[src/rtl/core/mhl_pkg.sv]
// Shared types and constants for the magic header length deframer.
package mhl_pkg;

    localparam logic [31:0] MAGIC_RESET = 32'hFACE_FEED;
    localparam int unsigned HDR_LEN     = 16;
    localparam int unsigned CNT_W       = $clog2(HDR_LEN);

    localparam logic [1:0] KIND_HEADER = 2'd0;
    localparam logic [1:0] KIND_BODY   = 2'd1;
    localparam logic [1:0] KIND_ERROR  = 2'd2;

    typedef struct packed {
        logic [1:0]  kind;
        logic [7:0]  version;
        logic [7:0]  msg_type;
        logic [15:0] flags;
        logic [31:0] seq_num;
        logic [31:0] body_len;
        logic [7:0]  data_byte;
        logic        last;
    } t_result;

endpackage

[src/rtl/core/mhl_parser.sv]
// Header collection, magic check and body length tracking, one byte per i_take.
module mhl_parser
    import mhl_pkg::*;
(
    input  logic        i_clk,
    input  logic        i_rst_n,
    input  logic        i_take,
    input  logic [7:0]  i_rx_byte,
    input  logic        i_cfg_we,
    input  logic [31:0] i_cfg_data,
    output logic        o_res_valid,
    output t_result     o_res
);

    typedef enum logic [1:0] {
        PH_HEADER = 2'd0,
        PH_BODY   = 2'd1,
        PH_ERROR  = 2'd2
    } t_phase;

    localparam logic [CNT_W-1:0] CNT_LAST = CNT_W'(HDR_LEN - 1);

    t_phase                       r_phase, n_phase;
    logic [CNT_W-1:0]             r_hdr_cnt, n_hdr_cnt;
    logic [31:0]                  r_body_left, n_body_left;
    logic [31:0]                  r_magic;
    logic [(HDR_LEN-1)*8-1:0]     r_hdr;
    logic                         hdr_shift;
    logic [31:0]                  body_len;
    logic [31:0]                  body_dec;

    assign body_len = {r_hdr[23:0], i_rx_byte};
    assign body_dec = r_body_left - {31'd0, (r_body_left != 32'd0)};

    always_comb begin
        n_phase     = r_phase;
        n_hdr_cnt   = r_hdr_cnt;
        n_body_left = r_body_left;
        hdr_shift   = 1'b0;
        o_res_valid = 1'b0;
        o_res       = '0;
        case (r_phase)
            PH_HEADER: begin
                if (r_hdr_cnt != CNT_LAST) begin
                    hdr_shift = i_take;
                    n_hdr_cnt = r_hdr_cnt + 1'b1;
                end else begin
                    n_hdr_cnt   = '0;
                    o_res_valid = i_take;
                    if (r_hdr[119:88] != r_magic) begin
                        n_phase    = PH_ERROR;
                        o_res.kind = KIND_ERROR;
                        o_res.last = 1'b1;
                    end else begin
                        o_res.kind     = KIND_HEADER;
                        o_res.version  = r_hdr[87:80];
                        o_res.msg_type = r_hdr[79:72];
                        o_res.flags    = r_hdr[71:56];
                        o_res.seq_num  = r_hdr[55:24];
                        o_res.body_len = body_len;
                        o_res.last     = (body_len == 32'd0);
                        n_body_left    = body_len;
                        n_phase        = (body_len == 32'd0) ? PH_HEADER : PH_BODY;
                    end
                end
            end
            PH_BODY: begin
                o_res_valid     = i_take;
                n_body_left     = body_dec;
                o_res.kind      = KIND_BODY;
                o_res.data_byte = i_rx_byte;
                if (body_dec == 32'd0) begin
                    o_res.last = 1'b1;
                    n_phase    = PH_HEADER;
                    n_hdr_cnt  = '0;
                end
            end
            default: begin
                n_phase = PH_ERROR;
            end
        endcase
    end

    always_ff @(posedge i_clk) begin
        if (!i_rst_n) begin
            r_phase     <= PH_HEADER;
            r_hdr_cnt   <= '0;
            r_body_left <= '0;
            r_magic     <= MAGIC_RESET;
        end else begin
            if (i_take) begin
                r_phase     <= n_phase;
                r_hdr_cnt   <= n_hdr_cnt;
                r_body_left <= n_body_left;
            end
            if (i_cfg_we) begin
                r_magic <= i_cfg_data;
            end
        end
    end

    always_ff @(posedge i_clk) begin
        if (hdr_shift) begin
            r_hdr <= {r_hdr[(HDR_LEN-2)*8-1:0], i_rx_byte};
        end
    end

endmodule

[src/rtl/core/mhl_outbuf.sv]
// Result register with a skid stage that decouples the input side from the receiver.
module mhl_outbuf
    import mhl_pkg::*;
(
    input  logic    i_clk,
    input  logic    i_rst_n,
    input  logic    i_push,
    input  t_result i_res,
    input  logic    i_stall,
    output logic    o_full,
    output logic    o_valid,
    output t_result o_res
);

    logic    r_main_v;
    logic    r_skid_v;
    t_result r_main;
    t_result r_skid;
    logic    main_free;

    assign main_free = !r_main_v || !i_stall;

    always_ff @(posedge i_clk) begin
        if (!i_rst_n) begin
            r_main_v <= 1'b0;
            r_skid_v <= 1'b0;
        end else if (main_free) begin
            r_main_v <= r_skid_v || i_push;
            r_skid_v <= 1'b0;
        end else if (i_push) begin
            r_skid_v <= 1'b1;
        end
    end

    always_ff @(posedge i_clk) begin
        if (main_free) begin
            r_main <= r_skid_v ? r_skid : i_res;
        end else if (i_push) begin
            r_skid <= i_res;
        end
    end

    assign o_full  = r_skid_v;
    assign o_valid = r_main_v;
    assign o_res   = r_main;

endmodule

[src/rtl/core/magic_header_length_deframer.sv]
// Top level of the magic header length deframer.
//
// The input channel carries one received byte per word (i_valid, o_stall).
// Sixteen header bytes are collected: a 4-byte magic, version, type, 2-byte
// flags, 4-byte sequence number and 4-byte body length, all big-endian.
// The sixteenth byte yields one header word on the output channel, or one
// error word if the magic differs from the configured value; after an error
// every further byte is consumed without output until reset. Each body byte
// then leaves as one word, and the final word of a message carries o_last.
// The magic register is written through i_cfg_valid and i_cfg_data; the
// port is always ready, and a new value applies at the next magic check.
// Each word is registered in the result register, or in the skid stage while
// the receiver stalls; a byte can be accepted every cycle if o_stall is low.
// When the receiver stalls, the result register holds its word and a skid
// stage takes one more; o_stall rises only while that skid stage is full.
// Synchronous reset clears the parser state, restores the reset magic and
// empties both output stages.
module magic_header_length_deframer
    import mhl_pkg::*;
(
    input  logic        i_clk,
    input  logic        i_rst_n,
    input  logic        i_valid,
    output logic        o_stall,
    input  logic [7:0]  i_rx_byte,
    input  logic        i_cfg_valid,
    output logic        o_cfg_ready,
    input  logic [31:0] i_cfg_data,
    output logic        o_valid,
    input  logic        i_stall,
    output logic [1:0]  o_kind,
    output logic [7:0]  o_version,
    output logic [7:0]  o_msg_type,
    output logic [15:0] o_flags,
    output logic [31:0] o_seq_num,
    output logic [31:0] o_body_len,
    output logic [7:0]  o_data_byte,
    output logic        o_last
);

    logic    take;
    logic    full;
    logic    res_valid;
    t_result res;
    t_result out_res;

    assign o_stall     = full;
    assign take        = i_valid && !full;
    assign o_cfg_ready = 1'b1;

    mhl_parser u_parser (
        .i_clk       (i_clk),
        .i_rst_n     (i_rst_n),
        .i_take      (take),
        .i_rx_byte   (i_rx_byte),
        .i_cfg_we    (i_cfg_valid),
        .i_cfg_data  (i_cfg_data),
        .o_res_valid (res_valid),
        .o_res       (res)
    );

    mhl_outbuf u_outbuf (
        .i_clk   (i_clk),
        .i_rst_n (i_rst_n),
        .i_push  (res_valid),
        .i_res   (res),
        .i_stall (i_stall),
        .o_full  (full),
        .o_valid (o_valid),
        .o_res   (out_res)
    );

    assign o_kind      = out_res.kind;
    assign o_version   = out_res.version;
    assign o_msg_type  = out_res.msg_type;
    assign o_flags     = out_res.flags;
    assign o_seq_num   = out_res.seq_num;
    assign o_body_len  = out_res.body_len;
    assign o_data_byte = out_res.data_byte;
    assign o_last      = out_res.last;

endmodule

[config.mk]
export PLATFORM = sky130hd
export DESIGN_NAME = magic_header_length_deframer
export DESIGN_NICKNAME = d
export VERILOG_FILES = /design/src/rtl/core/mhl_pkg.sv /design/src/rtl/core/mhl_parser.sv /design/src/rtl/core/mhl_outbuf.sv /design/src/rtl/core/magic_header_length_deframer.sv
export SDC_FILE = /design/constraint.sdc
export NUM_CORES = 1
export LEC_CHECK = 0
export ABC_AREA = 1
export BUFFER_PORTS_ARGS = -buffer_cell sky130_fd_sc_hd__buf_2
export CORE_AREA = 10 10 194 196
export DETAILED_ROUTE_END_ITERATION = 16
export DIE_AREA = 0 0 204 206
export PLACE_DENSITY = 0.72
export SLEW_MARGIN = 20
export SYNTH_ARGS = -nofsm -noshare
export SYNTH_HDL_FRONTEND = slang
export SYNTH_SLANG_ARGS = --single-unit
[constraint.sdc]
create_clock -name i_clk -period 8.6 [get_ports i_clk]
set_input_delay 0.43 -clock i_clk [delete_from_list [all_inputs] [get_ports i_clk]]
set_output_delay 0.43 -clock i_clk [all_outputs]
set_load 0.03 [all_outputs]
==> impl_metrics.csv, run 1 <==
group,metric,value,unit
power_and_ir_drop,vdd_drop_max,0.000134,V
clock_network,cts_tree,"built",
worst_setup_path,cp.arrival,4.02,ns
global_route,antenna_found_initial,0,
detailed_routing,routedWlPerCell,18.1,um
global_route,grt_pass1_wl,62200,um
worst_setup_path,critPathMaxFanout,121,
synthesis,syn_nets,1609,
synthesis,avgSynthCellArea,10.7,um^2
detailed_routing,first_pass_iters,8,
power_and_ir_drop,power.density,241,nW/um^2
die,start_util,49.3,%
clock_network,cts_hold_buf,0,
outcome,status,"complete, no violations",
global_route,grt_overflow,0,
sta,fin_crit,3.86,ns
synthesis,synth_seq_area_share,68.5,%
placement,port_buffers,153,
synthesis,synth_seq_cells,406,
worst_setup_path,critPathCaptureType,"flip-flop",
die,die_w,204,um
min_path,min_path_cells,3,
clock_network,cts_max_path_buffers,3,
layout,fin_nets,1745,
detailed_routing,drc_errors,0,
layout,regArea,11500,um^2
die,chipHeight,206,um
worst_setup_path,crit_cells,7,
synthesis,synth.cell_area,16700,um^2
power_and_ir_drop,leakagePower,8.44,nW
clock_network,cts-buffers-inserted,42,
placement,gp_congestion,0.884,
detailed_routing,drtAntennaViolNets,0,
sta,relSlewSlack,26.9,%
clock_network,postCtsSetupRepairBufs,0,
worst_setup_path,crit_slowest_cell,"buf_4",
power_and_ir_drop,finalPower,0.00466,W
layout,antenna_cells,0,
die,rows,68,
synthesis,synthDistinctLibCells,34,
worst_setup_path,max_stage_delay,0.71,ns
sta,max_freq,259,MHz
sta,fin_worst_skew,0.0162,ns
detailed_routing,drt-initial-drc-count,1124,
layout,drive_gt1_share,15.9,%
worst_setup_path,path_cells,"inv_6, nand2_1, nor2_2, o21ai_0, nor2_4, buf_4, buf_4",
synthesis,syn_inst,1561,
global_route,grt_max_degree,122,
clock_network,ctsResizeCount,0,
global_route,grt_pass1_vias,11308,
sta,fin_crit_sh,44.8,%
clock_network,cts.clk_slew.worst_paths,0.06,ns
sta,worstMarginPinSlew,1.10,ns
worst_setup_path,critPathLaunchType,"flip-flop",
sta,setup_viol,0,
layout,syn_to_final_growth,15.5,%
clock_network,cts-root-buf,"clkbuf_16",
die,ios,155,
layout,multi_input_area,4380,um^2
detailed_routing,via_count,11510,
sta,setup_tns,0,ns
placement,dp_hpwl,26100,um
sta,drv_slew,0,
sta,hold_viol_final,0,
die,coreArea,33900,um^2
run,drv_cap,0,
min_path,hold_path.class,"input pin to flip-flop",
worst_setup_path,crit_path_frequent_cell,"buf_4",
synthesis,synth_warnings,0,
detailed_routing,wl,39500,um
clock_network,clkSinkCount,406,
worst_setup_path,worst-path-buf-inv,3,
worst_setup_path,path_class,"flip-flop to flip-flop",
detailed_routing,vias_per_cell,5.27,
worst_setup_path,critPathTopFamily,"buffers and inverters",
worst_setup_path,worstPathRequired,8.76,ns
sta,grt_setup_unrepaired,"false",
clock_network,worstSkewPairLatency,0.54,ns
die,fp.dieArea,42000,um^2
clock_network,cts_htree_levels,2,
global_route,track_usage,18.5,%
layout,fillers,2798,
worst_setup_path,r2r.worst_path.cells,7,
cell usage after synthesis:
master	number	area [um^2]
nor2_1	199	747
inv_2	6	22.5
o21ai_2	1	8.76
nand3_1	147	736
o21ai_0	53	265
buf_4	1	7.51
buf_6	2	22.5
o21ai_1	5	25.0
nand2_1	273	1020
buf_2	9	45.0
clkbuf_1	58	218
nor2_4	9	101
nor4_1	14	87.6
xor2_1	32	280
nand4_1	8	50.1
clkinv_1	2	7.51
nand2_4	5	56.3
xor2_2	1	16.3
ha_1	3	37.5
xnor2_1	1	8.76
dfxtp_1	72	1440
edfxtp_1	334	10000
nor3_1	6	30.0
o22ai_1	1	6.26
nor2_2	13	81.3
nand2_2	7	43.8
nor3b_1	1	7.51
a21oi_1	139	696
clkbuf_8	2	27.5
inv_1	152	571
nand3b_1	2	15.0
nand3_2	1	10.0
or2_2	1	6.26
conb_1	1	3.75
logic make-up after synthesis:
| logic type | share of synthesized area (%) |
|---|---|
| AOI/OAI and AO/OA | 5.98 |
| xor gates and xnor gates | 1.82 |
| adders and majority gates | 0.224 |
| buffers and inverters | 5.50 |
| DFF | 68.5 |
| other | 0.0224 |
| and+or+nand+nor | 17.9 |
path summary, 6_finish.rpt:
path	startpoint	to	slack, ns
min	i_cfg_data[25]	u_parser.r_magic[25]	0.11
max	u_outbuf.o_full	u_outbuf.r_skid[8]	4.74
min reg2reg	u_parser.r_hdr[102]	u_parser.r_hdr[110]	0.45
max reg2reg	u_outbuf.o_full	u_outbuf.r_skid[8]	4.74
registers in the layout, summed over array words and instances, names as in the netlist:
register,cells
u_outbuf.o_full,1
u_outbuf.o_res,107
u_parser.r_magic,32
u_parser.r_hdr_cnt,4
u_parser.r_body_left,32
u_parser.r_phase,2
u_outbuf.r_skid,107
u_outbuf.o_valid,1
u_parser.r_hdr,120
layout make-up:
cell class              instances  area share, %
flip-flops and latches        406           59.3
multi-input cells             923           22.6
clock buffers                  46           5.62
repair buffers                164           4.41
inverters                     160           3.13
well taps                     455           2.94
clock inverters                30           1.92
stage by stage:
step	cell area, um^2	instances	hold slack (ns)	utilization (%)	worst slack [ns]
2_1_floorplan	16700	1561	0.426	-	0.244
3_3_place_gp	17900	2108	0.432	52.6	4.85
3_5_place_dp	17900	2108	0.435	52.6	4.77
4_1_cts	19300	2184	0.100	56.9	4.74
5_1_grt	19300	2184	0.123	57.0	4.38
6_report	19300	2184	0.112	57.0	4.74
worst reg2reg max path: stages (launching register included):
cell and delay, ns:
dfxtp_1 0.49, inv_6 0.66, nand2_1 0.31, nor2_2 0.31, o21ai_0 0.25, nor2_4 0.12, buf_4 0.58, buf_4 0.75
routing by layer:
metal / part of all wire (%) / GRT usage, %
met5: 0 / 0
met3: 8.2 / 4.14
met1: 43 / 24.8
met2: 46 / 29.6
met4: 2.7 / 5.87
power by group:
group	switching [W]	total [W]	leakage (nW)	internal [W]
clock network	0.000751	0.00191	0.704	0.00116
registers	0.0000714	0.00231	3.86	0.00224
logic	0.000305	0.000446	3.88	0.000140
cells in the final DEF (no fill, tap or decap), drive strengths merged:
cell / n
edfxtp: 334
nand2: 285
nor2: 221
buf: 164
inv: 158
nand3: 148
a21oi: 139
dfxtp: 72
o21ai: 59
clkbuf: 46
xor2: 33
clkinv: 21
nor4: 14
nand4: 8
bufinv: 8
nor3: 6
ha: 3
clkinvlp: 3
nand3b: 2
xnor2: 1
nor3b: 1
o22ai: 1
or2: 1
conb: 1
Power figures use the tool's default switching activity.
==> run 2, diff against run 1 <==
--- a/config.mk
+++ b/config.mk
@@ -10,7 +10,7 @@
 export CORE_AREA = 10 10 194 196
 export DETAILED_ROUTE_END_ITERATION = 16
 export DIE_AREA = 0 0 204 206
-export PLACE_DENSITY = 0.72
+export PLACE_DENSITY = 0.7
 export SLEW_MARGIN = 20
 export SYNTH_ARGS = -nofsm -noshare
 export SYNTH_HDL_FRONTEND = slang
==> constraint.sdc (replaced) <==
create_clock -name i_clk -period 3.95 [get_ports i_clk]
set_input_delay 0.1975 -clock i_clk [delete_from_list [all_inputs] [get_ports i_clk]]
set_output_delay 0.1975 -clock i_clk [all_outputs]
set_load 0.03 [all_outputs]
==> run 2 against run 1 <==
Against the previous run: sequential power rose by 120%; sequential cell count did not move; die area did not move; critical path type unchanged; critical endpoint is now u_parser.r_hdr_cnt[0]; largest power group unchanged; highest routed layer unchanged.
==> impl_metrics.csv, run 2 (same netlist as run 1, synthesis figures left out) <==
group,metric,value,unit
clock_network,postCtsSetupRepairBufs,0,
placement,placed_cells,2116,
clock_network,cts_max_path_buffers,3,
worst_setup_path,worstPathRequired,4.38,ns
worst_setup_path,worstReg2RegEnd,"u_parser.r_hdr_cnt[0]",
power_and_ir_drop,power.density,502,nW/um^2
sta,fin_crit,3.06,ns
detailed_routing,vias_per_cell,5.27,
power_and_ir_drop,vdd_drop_max,0.000299,V
worst_setup_path,reg2reg_from,"u_parser.r_body_left[8]",
detailed_routing,drt-initial-drc-count,1008,
outcome,status,"complete, no violations",
clock_network,cts-root-buf,"clkbuf_16",
die,rows,68,
worst_setup_path,cp.arrival,3.49,ns
die,coreArea,33900,um^2
sta,fin_worst_skew,0.0236,ns
worst_setup_path,crit_path_frequent_cell,"nand2_1",
worst_setup_path,critPathTopFamily,"simple AND/OR/NAND/NOR gates",
sta,setup_tns,0,ns
die,chipHeight,206,um
sta,grt_setup_unrepaired,"false",
detailed_routing,drc_errors,0,
layout,drive_gt1_share,15.8,%
layout,syn_to_final_growth,17.8,%
layout,fin_cells,2230,
worst_setup_path,critPathCaptureType,"flip-flop",
min_path,hold_path_startpoint,"i_rx_byte[1]",
clock_network,cts.clk_slew.worst_paths,0.06,ns
die,die_w,204,um
detailed_routing,dr_wl_met3,2670,um
detailed_routing,wl_met1,17700,um
worst_setup_path,crit_cells,22,
global_route,grt_pass1_wl,64200,um
worst_setup_path,r2r.worst_path.cells,22,
global_route,track_usage,19.2,%
worst_setup_path,max_stage_delay,0.37,ns
global_route,grt_max_degree,126,
die,fp.dieArea,42000,um^2
worst_setup_path,crit_slowest_cell,"dfxtp_1",
sta,drv_slew,0,
global_route,antenna_found_initial,0,
global_route,grt_overflow,0,
die,start_util,49.3,%
detailed_routing,wl_met2,19200,um
layout,final_cell_mix,"edfxtp_1 (334), nand2_1 (272), nor2_1 (197)",
sta,relSlewSlack,33.5,%
clock_network,clkSinkCount,406,
sta,hold_viol_final,0,
worst_setup_path,critPathMaxFanout,7,
power_and_ir_drop,leakagePower,8.61,nW
global_route,grt_pass1_vias,11498,
die,ios,155,
detailed_routing,routed.top_layer,"met4",
clock_network,cts_tree,"built",
run,drv_cap,0,
sta,worstMarginPinSlew,0.994,ns
sta,setup_viol,0,
detailed_routing,first_pass_iters,6,
min_path,holdPathEnd,"u_parser.r_hdr[1]",
sta,max_freq,326,MHz
worst_setup_path,path_class,"flip-flop to flip-flop",
layout,final_common_cell,"edfxtp_1",
worst_setup_path,path_cells,"nor2_4, nand2_1, nor2_1, nand2_1, inv_1, nand3_1, ha_1, ha_1, nand2_4, nor2_4, nand2_1, nand2_1, nand2_1, nand2_1, nor2_2, nand2_1, nor2_2, nand3_2, nand2_4, nand2_2, nand2_1, a21oi_1",
layout,fin_nets,1792,
layout,largest_reg_flops,120,
detailed_routing,drtAntennaViolNets,0,
placement,dp_hpwl,27100,um
min_path,min_path_cells,1,
placement,gp_congestion,0.946,
placement,port_buffers,153,
detailed_routing,routedWlPerCell,18.3,um
clock_network,cts_htree_levels,2,
min_path,hold_path.class,"input pin to flip-flop",
worst_setup_path,critPathLaunchType,"flip-flop",
worst_setup_path,r2r_setup_slack,0.89,ns
clock_network,cts-buffers-inserted,42,
clock_network,worstSkewPairLatency,0.55,ns
detailed_routing,wl,40700,um
worst_setup_path,worst-path-buf-inv,1,
detailed_routing,via_count,11760,
layout,regMostFlops,"u_parser.r_hdr",
layout,antenna_cells,0,
sta,fin_crit_sh,77.6,%
run 2: routing by layer:
metal,vias to the layer above,track usage (%)
li1,5648,-
met1,5638,25.7
met2,404,31.0
met3,70,3.73
met4,0,6.72
met5,-,0
run 2: power by group:
| part | leakage, nW | total (W) | switching (W) | internal, W |
|---|---|---|---|---|
| registers | 3.86 | 0.00502 | 0.000150 | 0.00487 |
| logic | 4.10 | 0.00104 | 0.000693 | 0.000352 |
| clock network | 0.647 | 0.00383 | 0.00161 | 0.00222 |
| total | 8.61 | 0.00989 | 0.00245 | 0.00744 |
run 2: final cells by class:
class                           count  area, um^2
Clock buffer                       51        1080
Clock inverter                     24         236
Fill cell                        2774       14200
Inverter                          160         607
Multi-Input combinational cell    923        4380
Sequential cell                   406       11500
Tap cell                          455         569
Timing Repair Buffer              211        1370
run 2: what timing repair did:
| item | in CTS | in global routing |
|---|---|---|
| hold buffers | 39 | 0 |
| gates resized for setup | 0 | 0 |
| hold endpoints to repair | 39 | 0 |
run 2: how the worst max path moves through the flow:
stage               slack (ns)               startpoint               endpoint
finish                    0.89  u_parser.r_body_left[8]  u_parser.r_hdr_cnt[0]
global route              0.57  u_parser.r_body_left[8]  u_parser.r_hdr_cnt[0]
CTS                       0.92  u_parser.r_body_left[8]  u_parser.r_hdr_cnt[0]
detailed placement        0.94  u_parser.r_body_left[8]  u_parser.r_hdr_cnt[0]
global placement          1.01  u_parser.r_body_left[2]    u_parser.r_phase[0]
floorplan                 0.02    u_parser.r_hdr_cnt[0]      u_parser.r_hdr[0]
run 2: per-stage QoR:
step	instance area (um^2)	util, %	hold WS (ns)	setup slack, ns	power (W)
finish	19700	58.1	0.0444	0.886	0.00989
global route	19700	58.1	0.0246	0.573	0.0103
CTS	19700	58.1	0.0225	0.917	0.00996
detailed placement	18000	53.0	0.418	0.937	0.00611
global placement	18000	53.0	0.415	1.01	0.00611
floorplan	16800	-	0.296	0.0156	0.00578
==> run 3, diff against run 2 <==
==> constraint.sdc (replaced) <==
create_clock -name i_clk -period 3.2 [get_ports i_clk]
set_input_delay 0.16 -clock i_clk [delete_from_list [all_inputs] [get_ports i_clk]]
set_output_delay 0.16 -clock i_clk [all_outputs]
set_load 0.03 [all_outputs]
==> run 3 against run 2 <==
Against the previous run: clock-buffer cell count grew 9; worst setup slack worse by 0.58 ns; sequential share of layout area decreased by 0.27 points; critical path type unchanged; sequential power is 24% higher; critical path depth unchanged; highest routed layer unchanged; die area is the same; sequential cell count stayed put; maximum frequency rose by 6.0%; first-iteration DRC count is 5.0% higher.
==> impl_metrics.csv, run 3 (same netlist as run 1, synthesis figures left out) <==
group,metric,value,unit
clock_network,cts_max_path_buffers,3,
run,drv_cap,0,
layout,drive_gt1_share,16.3,%
worst_setup_path,cp.arrival,3.30,ns
detailed_routing,first_pass_iters,5,
worst_setup_path,worstReg2RegEnd,"u_parser.r_hdr_cnt[3]",
layout,final_common_cell,"edfxtp_1",
global_route,grt_max_degree,203,
global_route,grt_overflow,0,
worst_setup_path,reg2reg_from,"u_parser.r_body_left[12]",
layout,regMostFlops,"u_parser.r_hdr",
layout,syn_to_final_growth,18.4,%
placement,dp_hpwl,27400,um
global_route,grt_pass1_vias,11517,
layout,final_core_utilization,58.4,%
die,start_util,49.3,%
detailed_routing,vias_per_cell,5.25,
sta,grt_setup_unrepaired,"false",
worst_setup_path,critPathMaxFanout,7,
worst_setup_path,critPathLaunchType,"flip-flop",
power_and_ir_drop,power.density,613,nW/um^2
worst_setup_path,crit_slowest_cell,"dfxtp_1",
min_path,hold_path.class,"input pin to flip-flop",
placement,pre_cts_slack,0.117,ns
sta,setup_ws,0.309,ns
layout,fillers,2781,
detailed_routing,drt-initial-drc-count,1058,
global_route,track_usage,19.5,%
worst_setup_path,path_cells,"nor2_1, nand2_1, nor2_2, nand2_1, inv_1, nand3_1, ha_1, ha_2, nand2_1, nand2_1, nor2_1, nand3_1, nor2_1, nand2_1, nor2_1, nand2_1, nor2_2, nand3_2, nand2_4, nand2_2, nand2_1, a21oi_1",
clock_network,cts-root-buf,"clkbuf_16",
detailed_routing,wl,41600,um
power_and_ir_drop,finalPower,0.0122,W
clock_network,clkSinkCount,406,
detailed_routing,via_count,11711,
worst_setup_path,critPathCaptureType,"flip-flop",
placement,gp_congestion,0.920,
min_path,holdPathEnd,"u_parser.r_hdr_cnt[1]",
sta,worstMarginPinSlew,0.996,ns
worst_setup_path,crit_path_frequent_cell,"nand2_1",
min_path,hold_path_startpoint,"i_valid",
die,chipHeight,206,um
clock_network,cts.clk_slew.worst_paths,0.06,ns
layout,antenna_cells,0,
sta,setup_viol,0,
layout,final_cell_mix,"edfxtp_1 (334), nand2_1 (270), nor2_1 (193)",
min_path,min_path_cells,5,
clock_network,cts_tree,"built",
detailed_routing,routedWlPerCell,18.7,um
sta,fin_worst_skew,0.0197,ns
detailed_routing,drtAntennaViolNets,0,
global_route,grt_pass1_wl,65000,um
placement,port_buffers,153,
worst_setup_path,path_class,"flip-flop to flip-flop",
worst_setup_path,r2r.worst_path.cells,22,
sta,fin_crit_sh,90.3,%
die,coreArea,33900,um^2
die,rows,68,
sta,max_freq,346,MHz
worst_setup_path,worstPathRequired,3.61,ns
outcome,status,"complete, no violations",
clock_network,cts_htree_levels,2,
power_and_ir_drop,vdd_drop_max,0.000400,V
layout,multi_input_area,4440,um^2
clock_network,cts-buffers-inserted,42,
sta,holdWs,0.0992,ns
layout,fin_nets,1792,
sta,relSlewSlack,33.5,%
sta,hold_viol_final,0,
layout,regArea,11500,um^2
worst_setup_path,r2r_setup_slack,0.31,ns
worst_setup_path,max_stage_delay,0.34,ns
die,ios,155,
power_and_ir_drop,leakagePower,8.62,nW
die,die_w,204,um
die,fp.dieArea,42000,um^2
sta,fin_crit,2.89,ns
layout,largest_reg_flops,120,
detailed_routing,drc_errors,0,
clock_network,worstSkewPairLatency,0.53,ns
global_route,antenna_found_initial,0,
sta,drv_slew,0,
run 3: final cells by class:
| cell class | count | area share, % |
|---|---|---|
| clock buffers | 60 | 5.95 |
| clock inverters | 16 | 0.669 |
| inverters | 160 | 3.06 |
| multi-input cells | 923 | 22.4 |
| flip-flops and latches | 406 | 57.9 |
| well taps | 455 | 2.87 |
| repair buffers | 211 | 7.13 |
run 3: metrics by stage:
step / instance area, um^2 / setup TNS, ns / instances
2_1_floorplan: 16800 / -77.62 / 1561
3_3_place_gp: 18100 / 0 / 2114
3_5_place_dp: 18100 / 0 / 2114
4_1_cts: 19800 / 0 / 2230
5_1_grt: 19800 / 0 / 2231
6_report: 19800 / 0 / 2231
run 3: what timing repair did:
item                                   in CTS  in global routing
resized for setup                           0                  3
endpoints found under the hold margin      40                  0
setup buffers                               0                  1
hold buffers                               40                  0
setup endpoints to repair                   0                  8
run 3: worst max-delay path, delay by kind of cell (launching register included):
family	cells	cell delay, ns
simple gates	18	1.80
fa+ha+maj	2	0.49
flops	1	0.34
buf+inv	1	0.09
compound gates	1	0.06
run 3: how the worst max path moves through the flow:
stage / start / endpoint / slack [ns] / depth (start not counted)
CTS: u_parser.r_body_left[8] / u_parser.r_phase[0] / 0.10 / 23
global route: u_parser.r_body_left[12] / u_parser.r_hdr_cnt[3] / 0.02 / 22
global placement: u_parser.r_body_left[8] / u_parser.r_phase[0] / 0.21 / 23
floorplan: u_parser.r_hdr_cnt[0] / u_parser.r_hdr[0] / -0.65 / 4
detailed placement: u_parser.r_body_left[8] / u_parser.r_hdr_cnt[0] / 0.12 / 22
finish: u_parser.r_body_left[12] / u_parser.r_hdr_cnt[3] / 0.31 / 22
run 3: per-layer routing:
metal  share of wire, %  vias to the layer above  GRT usage (%)  routed length, um
li1                   -                     5637              -                  -
met1                 43                     5589           25.9              18000
met2                 47                      413           31.8              19700
met3                6.7                       72           3.68               2790
met4                2.7                        0           5.95               1140
met5                  0                        -              0                  0
run 3: power by group:
group	switching (W)	internal, W
Sequential	0.000199	0.00601
Clock	0.00195	0.00273
Combinational	0.000846	0.000419
Total	0.00300	0.00916
